[config.mk]
export PLATFORM = sky130hd
export DESIGN_NAME = etc2_eac_texel_decoder_core
export DESIGN_NICKNAME = d
export VERILOG_FILES = /design/src/hdl/etc2_pkg.sv /design/src/hdl/etc2_eac_texel_decoder_core.sv /design/src/hdl/etc2_front.sv /design/src/hdl/etc2_color.sv /design/src/hdl/etc2_eac.sv /design/src/hdl/etc2_back.sv
export SDC_FILE = /design/constraint.sdc
export NUM_CORES = 2
export LEC_CHECK = 0
export ABC_CLOCK_PERIOD_IN_PS = 36300
export BUFFER_PORTS_ARGS = -buffer_cell sky130_fd_sc_hd__buf_2
export CAP_MARGIN = 0
export CORE_AREA = 4 4 292 294
export DETAILED_ROUTE_END_ITERATION = 7
export DIE_AREA = 0 0 296 298
export PLACE_DENSITY_LB_ADDON = 0.3
export SLEW_MARGIN = 20
export SYNTH_ARGS = -nofsm -noshare
export SYNTH_HDL_FRONTEND = slang
export SYNTH_SLANG_ARGS = --single-unit
[constraint.sdc]
create_clock -name clk -period 36.3 [get_ports clk]
set_input_delay 7.26 -clock clk [delete_from_list [all_inputs] [get_ports clk]]
set_output_delay 7.26 -clock clk [all_outputs]
set_load 0.02 [all_outputs]
[src/hdl/etc2_pkg.sv]
// ----------------------------------------------------------------------------
// etc2_pkg
// Shared types, codes and tables for the ETC2/EAC texel decoder.
// ----------------------------------------------------------------------------
package etc2_pkg;

  typedef enum logic [2:0] {
    FMT_RGB8    = 3'd0,
    FMT_RGB8_PT = 3'd1,
    FMT_RGBA8   = 3'd2,
    FMT_R11     = 3'd3,
    FMT_R11_S   = 3'd4,
    FMT_RG11    = 3'd5,
    FMT_RG11_S  = 3'd6,
    FMT_NONE    = 3'd7
  } fmt_t;

  // classified item between front and back
  typedef struct packed {
    fmt_t        fmt;
    logic [63:0] wa;
    logic [63:0] wb;
    logic [3:0]  tx;
  } item_t;

  typedef struct packed {
    logic [7:0]  r;
    logic [7:0]  g;
    logic [7:0]  b;
    logic [7:0]  a;
    logic [15:0] c1;
    logic [15:0] c2;
  } texel_t;

  localparam int QDEPTH = 2;

  function automatic logic [6:0] dist_lut(input logic [2:0] i);
    case (i)
      3'd0: dist_lut = 7'd3;
      3'd1: dist_lut = 7'd6;
      3'd2: dist_lut = 7'd11;
      3'd3: dist_lut = 7'd16;
      3'd4: dist_lut = 7'd23;
      3'd5: dist_lut = 7'd32;
      3'd6: dist_lut = 7'd41;
      default: dist_lut = 7'd64;
    endcase
  endfunction

  function automatic logic signed [3:0] delta_lut(input logic [2:0] i);
    delta_lut = $signed({i[2], i});
  endfunction

  function automatic logic signed [8:0] etc_mod_lut(input logic [2:0] t, input logic [1:0] i);
    logic [7:0] m;
    case (t)
      3'd0: m = i[0] ? 8'd8 : 8'd2;
      3'd1: m = i[0] ? 8'd17 : 8'd5;
      3'd2: m = i[0] ? 8'd29 : 8'd9;
      3'd3: m = i[0] ? 8'd42 : 8'd13;
      3'd4: m = i[0] ? 8'd60 : 8'd18;
      3'd5: m = i[0] ? 8'd80 : 8'd24;
      3'd6: m = i[0] ? 8'd106 : 8'd33;
      default: m = i[0] ? 8'd183 : 8'd47;
    endcase
    etc_mod_lut = i[1] ? -$signed({1'b0, m}) : $signed({1'b0, m});
  endfunction

  function automatic logic signed [4:0] eac_mod_lut(input logic [3:0] t, input logic [2:0] s);
    logic [15:0] r;
    logic [3:0]  m;
    case (t)
      4'd0:  r = 16'hf963;
      4'd1:  r = 16'hda73;
      4'd2:  r = 16'hd852;
      4'd3:  r = 16'hd642;
      4'd4:  r = 16'hc863;
      4'd5:  r = 16'hb973;
      4'd6:  r = 16'hb874;
      4'd7:  r = 16'hb853;
      4'd8:  r = 16'ha862;
      4'd9:  r = 16'ha852;
      4'd10: r = 16'ha842;
      4'd11: r = 16'ha752;
      4'd12: r = 16'ha743;
      4'd13: r = 16'ha321;
      4'd14: r = 16'h9864;
      default: r = 16'h9753;
    endcase
    m = r[4*s[1:0] +: 4];
    // nibbles hold the negative magnitudes; positive half is magnitude minus one
    if (s[2]) begin
      eac_mod_lut = $signed({1'b0, m}) - 5'sd1;
    end else begin
      eac_mod_lut = -$signed({1'b0, m});
    end
  endfunction

endpackage

[src/hdl/etc2_eac_texel_decoder_core.sv]
// ----------------------------------------------------------------------------
// etc2_eac_texel_decoder_core
// ETC2/EAC texel decoder: one compressed block plus texel index in, one texel out.
// ----------------------------------------------------------------------------
//  channel  dir  tdata (low bit up)                          tuser
//  in       in   block_word_a, block_word_b, texel_index     -
//  out      out  red, green, blue, alpha, ch1, ch2           -
//  cfg      in   format_select (3 bits)                      -
//
// One texel per cycle sustained while the output is not stalled; a texel passes a queue entry, then the result reg.
// The two-entry queue between front and back lets input keep flowing while
// a result waits; in_tready drops only with a full queue and stalled output.
// Reset clears the queue, the output valid and format_select to rgb8.
module etc2_eac_texel_decoder_core (
  input  logic         clk,
  input  logic         rst_n,
  input  logic         cfg_we,
  input  logic [2:0]   cfg_wdata,
  input  logic         in_tvalid,
  output logic         in_tready,
  input  logic [135:0] in_tdata,   // block_word_a, block_word_b, texel_index
  output logic         out_tvalid,
  input  logic         out_tready,
  output logic [63:0]  out_tdata   // red, green, blue, alpha, ch1, ch2
);
  etc2_pkg::fmt_t  fmt_r;
  etc2_pkg::item_t q_item;
  etc2_pkg::texel_t tex;
  logic q_valid, q_pop;

  always_ff @(posedge clk) begin
    if (!rst_n) fmt_r <= etc2_pkg::FMT_RGB8;
    else if (cfg_we) fmt_r <= etc2_pkg::fmt_t'(cfg_wdata);
  end

  etc2_front u_front (
    .clk(clk), .rst_n(rst_n), .fmt(fmt_r), .in_valid(in_tvalid), .in_ready(in_tready),
    .wa(in_tdata[63:0]), .wb(in_tdata[127:64]), .tx(in_tdata[131:128]),
    .q_valid(q_valid), .q_pop(q_pop), .q_item(q_item)
  );

  etc2_back u_back (
    .clk(clk), .rst_n(rst_n), .q_valid(q_valid), .q_pop(q_pop), .q_item(q_item),
    .out_valid(out_tvalid), .out_ready(out_tready), .out_texel(tex)
  );

  assign out_tdata = {tex.c2, tex.c1, tex.a, tex.b, tex.g, tex.r};

  a_pop_valid: assert property (@(posedge clk) disable iff (!rst_n) q_pop |-> q_valid)
    else $error("pop from empty queue");
  a_hold: assert property (@(posedge clk) disable iff (!rst_n)
    out_tvalid && !out_tready |=> out_tvalid && $stable(out_tdata))
    else $error("result dropped under stall");
  a_ready: assert property (@(posedge clk) disable iff (!rst_n)
    !q_valid |-> in_tready) else $error("stall with empty queue");
endmodule

[src/hdl/etc2_front.sv]
// ----------------------------------------------------------------------------
// etc2_front
// Accepts blocks, tags them with the format and pushes them into a short queue.
// ----------------------------------------------------------------------------
module etc2_front (
  input  logic            clk,
  input  logic            rst_n,
  input  etc2_pkg::fmt_t  fmt,
  input  logic            in_valid,
  output logic            in_ready,
  input  logic [63:0]     wa,
  input  logic [63:0]     wb,
  input  logic [3:0]      tx,
  output logic            q_valid,
  input  logic            q_pop,
  output etc2_pkg::item_t q_item
);
  localparam int AW = $clog2(etc2_pkg::QDEPTH);
  etc2_pkg::item_t mem_r [etc2_pkg::QDEPTH];
  logic [AW-1:0] wp_r, rp_r;
  logic [AW:0]   cnt_r, cnt_nxt;
  logic push;

  assign in_ready = (cnt_r != (AW+1)'(etc2_pkg::QDEPTH)) || q_pop;
  assign push     = in_valid && in_ready;
  assign q_valid  = cnt_r != '0;
  assign q_item   = mem_r[rp_r];

  always_comb begin
    cnt_nxt = cnt_r + (AW+1)'(push) - (AW+1)'(q_pop && q_valid);
  end

  always_ff @(posedge clk) begin
    if (!rst_n) begin
      wp_r <= '0; rp_r <= '0; cnt_r <= '0;
    end else begin
      cnt_r <= cnt_nxt;
      if (push) wp_r <= wp_r + 1'b1;
      if (q_pop && q_valid) rp_r <= rp_r + 1'b1;
    end
  end

  always_ff @(posedge clk) begin
    if (push) mem_r[wp_r] <= '{fmt: fmt, wa: wa, wb: wb, tx: tx};
  end
endmodule

[src/hdl/etc2_color.sv]
// ----------------------------------------------------------------------------
// etc2_color
// ETC2 RGB color decode for one texel: individual, differential, T, H, planar.
// ----------------------------------------------------------------------------
module etc2_color (
  input  logic [63:0] w,
  input  logic        pt,
  input  logic [3:0]  t,
  output logic [7:0]  r,
  output logic [7:0]  g,
  output logic [7:0]  b,
  output logic [7:0]  a
);
  function automatic logic [7:0] clamp8(input logic signed [11:0] v);
    clamp8 = v < 0 ? 8'd0 : (v > 12'sd255 ? 8'd255 : v[7:0]);
  endfunction
  function automatic logic [7:0] e4(input logic [3:0] v); e4 = {v, v}; endfunction
  function automatic logic [7:0] e6(input logic [5:0] v); e6 = {v, v[5:4]}; endfunction
  function automatic logic [7:0] e7(input logic [6:0] v); e7 = {v, v[6]}; endfunction
  function automatic logic [7:0] plane(input logic [7:0] o, input logic [7:0] h,
                                       input logic [7:0] v, input logic [1:0] x,
                                       input logic [1:0] y);
    logic signed [13:0] s;
    s = $signed({4'd0, x}) * ($signed({6'd0, h}) - $signed({6'd0, o}))
      + $signed({4'd0, y}) * ($signed({6'd0, v}) - $signed({6'd0, o}))
      + $signed({4'd0, o, 2'b00}) + 14'sd2;
    plane = clamp8(12'(s >>> 2));
  endfunction

  logic [7:0] b0, b1, b2, b3;
  logic [15:0] msb, lsb;
  logic [1:0] idx, x, y;
  logic dbit, opaque, indiv, rov, gov, bov, sub, flip;
  logic signed [6:0] rs, gs, bs;
  logic [2:0] tab;
  logic signed [8:0] md;
  logic [7:0] t1 [3], t2 [3], bse [3], hc1 [3], hc2 [3];
  logic [6:0] d;
  logic [23:0] v1, v2;
  logic [5:0] cs;

  always_comb begin
    b0 = w[63:56]; b1 = w[55:48]; b2 = w[47:40]; b3 = w[39:32];
    msb = w[31:16]; lsb = w[15:0];
    x = t[3:2]; y = t[1:0];
    idx = {msb[t], lsb[t]};
    dbit = b3[1];
    opaque = !pt || dbit;
    indiv = !pt && !dbit;
    rs = $signed({2'b0, b0[7:3]}) + 7'(etc2_pkg::delta_lut(b0[2:0]));
    gs = $signed({2'b0, b1[7:3]}) + 7'(etc2_pkg::delta_lut(b1[2:0]));
    bs = $signed({2'b0, b2[7:3]}) + 7'(etc2_pkg::delta_lut(b2[2:0]));
    rov = rs < 0 || rs > 7'sd31;
    gov = gs < 0 || gs > 7'sd31;
    bov = bs < 0 || bs > 7'sd31;
    flip = b3[0];
    sub = flip ? y[1] : x[1];
    tab = sub ? b3[4:2] : b3[7:5];
    md = (!opaque && idx == 2'd0) ? 9'sd0 : etc2_pkg::etc_mod_lut(tab, idx);
    // T mode colors
    t1[0] = e4({b0[4:3], b0[1:0]}); t1[1] = e4(b1[7:4]); t1[2] = e4(b1[3:0]);
    t2[0] = e4(b2[7:4]); t2[1] = e4(b2[3:0]); t2[2] = e4(b3[7:4]);
    // H mode colors
    hc1[0] = e4(b0[6:3]); hc1[1] = e4({b0[2:0], b1[4]});
    hc1[2] = e4({b1[3], b1[1:0], b2[7]});
    hc2[0] = e4(b2[6:3]); hc2[1] = e4({b2[2:0], b3[7]}); hc2[2] = e4(b3[6:3]);
    v1 = {hc1[0], hc1[1], hc1[2]};
    v2 = {hc2[0], hc2[1], hc2[2]};
    d = 7'd0;
    if (rov) d = etc2_pkg::dist_lut({b3[3:2], b3[0]});
    else     d = etc2_pkg::dist_lut({b3[2], b3[0], v1 >= v2});
    r = 8'd0; g = 8'd0; b = 8'd0; a = 8'd255;
    for (int c = 0; c < 3; c++) begin
      cs = '0;
      case (c)
        0: cs = 6'(rs);
        1: cs = 6'(gs);
        default: cs = 6'(bs);
      endcase
      if (indiv) begin
        bse[c] = e4(sub ? w[59-8*c -: 4] : w[63-8*c -: 4]);
      end else begin
        bse[c] = sub ? {cs[4:0], cs[4:2]} : {w[63-8*c -: 5], w[63-8*c -: 3]};
      end
    end
    if (!opaque && idx == 2'd2 && !(!indiv && !rov && !gov && bov)) begin
      a = 8'd0;
    end else if (!indiv && rov) begin
      for (int c = 0; c < 3; c++) begin
        logic [7:0] pv;
        pv = '0;
        case (idx)
          2'd0: pv = clamp8($signed({4'd0, t1[c]}));
          2'd1: pv = clamp8($signed({4'd0, t2[c]}) + $signed({5'd0, d}));
          2'd2: pv = clamp8($signed({4'd0, t2[c]}));
          default: pv = clamp8($signed({4'd0, t2[c]}) - $signed({5'd0, d}));
        endcase
        case (c) 0: r = pv; 1: g = pv; default: b = pv; endcase
      end
    end else if (!indiv && gov) begin
      for (int c = 0; c < 3; c++) begin
        logic [7:0] pv;
        pv = '0;
        case (idx)
          2'd0: pv = clamp8($signed({4'd0, hc1[c]}) + $signed({5'd0, d}));
          2'd1: pv = clamp8($signed({4'd0, hc1[c]}) - $signed({5'd0, d}));
          2'd2: pv = clamp8($signed({4'd0, hc2[c]}) + $signed({5'd0, d}));
          default: pv = clamp8($signed({4'd0, hc2[c]}) - $signed({5'd0, d}));
        endcase
        case (c) 0: r = pv; 1: g = pv; default: b = pv; endcase
      end
    end else if (!indiv && bov) begin
      r = plane(e6(b0[6:1]), e6({b3[6:2], b3[0]}), e6({w[18:16], w[15:13]}), x, y);
      g = plane(e7({b0[0], b1[6:1]}), e7(w[31:25]), e7({w[12:8], w[7:6]}), x, y);
      b = plane(e6({b1[0], b2[4:3], b2[1:0], b3[7]}), e6({w[24], w[23:19]}),
                e6(w[5:0]), x, y);
    end else begin
      r = clamp8($signed({4'd0, bse[0]}) + 12'(md));
      g = clamp8($signed({4'd0, bse[1]}) + 12'(md));
      b = clamp8($signed({4'd0, bse[2]}) + 12'(md));
    end
  end
endmodule

[src/hdl/etc2_eac.sv]
// ----------------------------------------------------------------------------
// etc2_eac
// EAC channel decode for one texel: 8-bit alpha and 11-bit r/g expanded to 16.
// ----------------------------------------------------------------------------
module etc2_eac (
  input  logic [63:0] w,
  input  logic [3:0]  t,
  input  logic        sgn,
  output logic [7:0]  alpha,
  output logic [15:0] value
);
  logic [7:0] b0;
  logic [3:0] mult;
  logic [2:0] sel;
  logic signed [4:0] md;
  logic signed [12:0] sc, v, base, av;
  logic [10:0] vu, mag;
  logic [15:0] ex;

  always_comb begin
    b0 = w[63:56];
    mult = w[55:52];
    sel = w[47 - 3*t -: 3];
    md = etc2_pkg::eac_mod_lut(w[51:48], sel);
    sc = (mult != 4'd0) ? 13'(md) * $signed({9'd0, mult}) * 13'sd8 : 13'(md);
    av = $signed({5'd0, b0}) + 13'(md) * $signed({9'd0, mult});
    alpha = av < 0 ? 8'd0 : (av > 13'sd255 ? 8'd255 : av[7:0]);
    base = $signed({{5{b0[7]}}, b0});
    if (base < -13'sd127) base = -13'sd127;
    if (!sgn) begin
      v = $signed({2'd0, b0, 3'd4}) + sc;
      vu = v < 0 ? 11'd0 : (v > 13'sd2047 ? 11'd2047 : v[10:0]);
      value = {vu, vu[10:6]};
      mag = '0; ex = '0;
    end else begin
      v = base * 13'sd8 + sc;
      if (v < -13'sd1023) v = -13'sd1023;
      if (v > 13'sd1023) v = 13'sd1023;
      mag = v < 0 ? 11'(-v) : v[10:0];
      ex = {mag, 5'd0} | 16'(mag >> 5);
      vu = '0;
      value = v < 0 ? 16'(17'h10000 - {1'b0, ex}) : ex;
    end
  end
endmodule

[src/hdl/etc2_back.sv]
// ----------------------------------------------------------------------------
// etc2_back
// Pops a queued item, decodes it per format and holds the result register.
// ----------------------------------------------------------------------------
module etc2_back (
  input  logic             clk,
  input  logic             rst_n,
  input  logic             q_valid,
  output logic             q_pop,
  input  etc2_pkg::item_t  q_item,
  output logic             out_valid,
  input  logic             out_ready,
  output etc2_pkg::texel_t out_texel
);
  logic [63:0] cw;
  logic pt;
  logic [7:0] r, g, b, a, ea, unused_a;
  logic [15:0] c1, c2;
  logic s;
  logic valid_r;
  etc2_pkg::texel_t tex_r, tex_nxt;

  always_comb begin
    cw = (q_item.fmt == etc2_pkg::FMT_RGBA8) ? q_item.wb : q_item.wa;
    pt = q_item.fmt == etc2_pkg::FMT_RGB8_PT;
    s  = q_item.fmt == etc2_pkg::FMT_R11_S || q_item.fmt == etc2_pkg::FMT_RG11_S;
  end

  etc2_color u_color (.w(cw), .pt(pt), .t(q_item.tx), .r(r), .g(g), .b(b), .a(a));
  etc2_eac u_eac_a (.w(q_item.wa), .t(q_item.tx), .sgn(s), .alpha(ea), .value(c1));
  etc2_eac u_eac_b (.w(q_item.wb), .t(q_item.tx), .sgn(s), .alpha(unused_a), .value(c2));

  assign q_pop = q_valid && (!valid_r || out_ready);

  always_comb begin
    tex_nxt = '0;
    case (q_item.fmt)
      etc2_pkg::FMT_RGB8, etc2_pkg::FMT_RGB8_PT: tex_nxt = '{r, g, b, a, 16'd0, 16'd0};
      etc2_pkg::FMT_RGBA8: tex_nxt = '{r, g, b, ea, 16'd0, 16'd0};
      etc2_pkg::FMT_R11, etc2_pkg::FMT_R11_S: tex_nxt = '{8'd0, 8'd0, 8'd0, 8'd0, c1, 16'd0};
      etc2_pkg::FMT_RG11, etc2_pkg::FMT_RG11_S:
        tex_nxt = '{8'd0, 8'd0, 8'd0, unused_a & 8'd0, c1, c2};
      default: tex_nxt = '0;
    endcase
  end

  always_ff @(posedge clk) begin
    if (!rst_n) valid_r <= 1'b0;
    else if (q_pop) valid_r <= 1'b1;
    else if (out_ready) valid_r <= 1'b0;
  end

  always_ff @(posedge clk) begin
    if (q_pop) tex_r <= tex_nxt;
  end

  assign out_valid = valid_r;
  assign out_texel = tex_r;
endmodule
==> impl_metrics.env <==
export IMPL_yosysMostFrequentCell="nor2_1"
export IMPL_path_common_cell="ha_1"
export IMPL_holdBufCountCts=0
export IMPL_grt_overflow=0
export IMPL_finalCritPeriodShare_pct=47.2
export IMPL_hold_class="flop to flop"
export IMPL_hold_viol=0
export IMPL_fmax_ghz=0.0583
export IMPL_num_fill_cells=7479
export IMPL_place_congestion=0.982
export IMPL_syn_nets=5171
export IMPL_routed_wirelength_mm=134
export IMPL_synthDominantCellAreaShare_pct=24.4
export IMPL_ant_nets=0
export IMPL_drc=0
export IMPL_grt_pass1_vias=34700
export IMPL_cts_tree="yes"
export IMPL_io_pin_count=210
export IMPL_avgSynthCellArea_um2=9.25
export IMPL_drive_gt1_share_pct=12.9
export IMPL_yosys_top_cells_area="edfxtp_1, ha_1, fa_1, mux4_2, mux2i_1"
export IMPL_cap_violations=0
export IMPL_tns_ns=0
export IMPL_post_cts_buffers=0
export IMPL_cp_max_fo=50
export IMPL_route_detailed_wl_per_inst_um=23.5
export IMPL_vias=35800
export IMPL_setup_viol=0
export IMPL_dp_hpwl_mm=102
export IMPL_path_class="flop to flop"
export IMPL_cts_buffers=43
export IMPL_cts_buffer_depth=3
export IMPL_ys_top_cells_by_count="nor2_1, ha_1, inv_1, edfxtp_1, a21oi_1"
export IMPL_syn_area_um2=41200
export IMPL_io_buffers=205
export IMPL_fin_skew_ns=0.0232
export IMPL_initial_core_util_pct=49.7
export IMPL_yosys_warnings=0
export IMPL_report_final_slew_viol_count=0
export IMPL_status="finished clean"
export IMPL_r2r_end="u_back.out_texel[6]$_DFFE_PP_"
export IMPL_cts_resized=0
export IMPL_synth_seq_cells=343
export IMPL_ys_seq_area_share_pct=24.8
export IMPL_die_w_um=296
export IMPL_synth_edff_count=334
export IMPL_rr_worst_depth=60
export IMPL_crit_path_start_kind="flop"
export IMPL_critPathCaptureType="flop"
export IMPL_multi_input_area_um2=28600
export IMPL_netlist_instances=4450
export IMPL_worstPathArrival_ns=17.47
export IMPL_synth_async_reset_ratio_pct=0
export IMPL_area_growth_pct=8.79
export IMPL_grt_pass1_wl_mm=204
export IMPL_drtPass1Iterations=5
export IMPL_min_period_ns=17.15
export IMPL_cp_slowest_stage_delay_ns=1.08
export IMPL_antenna_found_initial=4
export IMPL_rsz0062_at_grt="no"
export IMPL_holdWs_ns=0.517
export IMPL_yosysUniqueCellTypes=117
export IMPL_grt_usage_pct=29.8
export IMPL_core_um2=82900
export IMPL_grt_start_max_net_pins=73
export IMPL_cts_sinks=343
export IMPL_die_h_um=298
export IMPL_slew_limit_headroom_pct=24.0
export IMPL_tightest_slew_ns=1.13
export IMPL_synth_top_flop_cell="edfxtp_1"
export IMPL_via_per_inst=6.26
export IMPL_core_rowCount=106
export IMPL_synth_area_leader_cell="edfxtp_1"
export IMPL_cts_root_buf="clkbuf_16"
export IMPL_drtIter0Drc=3427
export IMPL_holdCritStartpoint="u_front.cnt_r[0]$_SDFF_PN0_"
export IMPL_dieArea_um2=88200
export IMPL_num_nets_final=5320
export IMPL_clock_latency_ns=0.62
export IMPL_cp_required_ns=36.62
export IMPL_critPathSlowestCell="fa_2"
export IMPL_r2r_slack_ns=19.15
export IMPL_seq_area_um2=10200
export IMPL_setup_worst_path_end="u_back.out_texel[6]$_DFFE_PP_"
export IMPL_htreeDepth=2
export IMPL_clkTransAtPathRegs_ns=0.06
[final cells by class]
class | instances | area share [%]
inverter | 400 | 3.36
tap | 1080 | 3.02
antenna | 2 | 0.0112
multi-input combinational | 3513 | 63.8
timing repair buffer | 298 | 3.85
sequential | 343 | 22.8
clock inverter | 28 | 0.704
clock buffer | 51 | 2.47
[state kept, by name, indices dropped and copies added, names as in the netlist, named ones only]
register	flops
u_front.mem_r	270
u_back.out_texel	64
fmt_r	3
u_front.cnt_r	2
u_back.out_valid	1
u_front.rp_r	1
u_front.wp_r	1
[stage by stage]
| stage | cell area [µm²] | setup slack (ns) | utilization [%] | std cells |
|---|---|---|---|---|
| after detailed placement | 43400 | 19.59 | 52.3 | 5634 |
| final | 44800 | 19.15 | 54.0 | 5715 |
| after global placement | 43400 | 19.73 | 52.3 | 5634 |
| after floorplan | 41200 | 20.07 | - | 4450 |
| after CTS | 44800 | 19.51 | 54.0 | 5713 |
| after global routing | 44800 | 18.13 | 54.0 | 5713 |
[how the worst min path moves through the flow]
stage          slack (ns)  depth (start not counted)                               to
6_report             0.52                          1    u_back.out_valid$_SDFFE_PN0P_
5_1_grt              0.55                          1    u_back.out_valid$_SDFFE_PN0P_
4_1_cts              0.52                          1    u_back.out_valid$_SDFFE_PN0P_
3_5_place_dp         0.50                          1    u_back.out_valid$_SDFFE_PN0P_
3_3_place_gp         0.50                          1    u_back.out_valid$_SDFFE_PN0P_
2_1_floorplan        0.42                          0  u_front.mem_r[0][132]$_DFFE_PP_
[critical path: cells and delay by family (launching register included)]
kind,cells,cell delay (ns)
buf+inv,8,1.26
flops,1,0.74
fa+ha+maj,10,4.46
compound gates,17,4.00
mux,4,1.76
simple gates,16,3.34
xor+xnor,5,1.22
[layer usage]
layer	up-vias	routed length [µm]	track usage [%]
li1	16500	-	-
met1	17200	52400	38.2
met2	1772	61300	48.0
met3	350	13400	6.87
met4	2	6960	13.6
met5	-	20	0
[cells in the final DEF (no fill, tap or decap), types with 58 or more instances in the layout]
master	n
o21bai_1	81
a21oi_1	297
buf_4	93
mux2i_1	200
edfxtp_1	334
nand2_1	280
nor2_1	501
nand3_1	67
xor2_1	70
buf_2	205
o21ai_0	224
ha_1	437
nor2b_1	58
nor3_1	69
a21o_1	93
fa_1	138
mux4_2	111
inv_1	393
xnor2_1	174
[cells by family after synthesis]
family | count (synthesis) | share of synthesized area (%)
simple gates | 1190 | 13.3
compound gates | 1138 | 18.1
buf+inv | 594 | 6.08
fa+ha+maj | 578 | 20.1
mux | 360 | 12.3
flops | 343 | 24.8
xor+xnor | 247 | 5.32
Power is left out: the tool's default activity adds up to more than one toggle a clock period on the data nets, which glitch-free logic cannot reach.
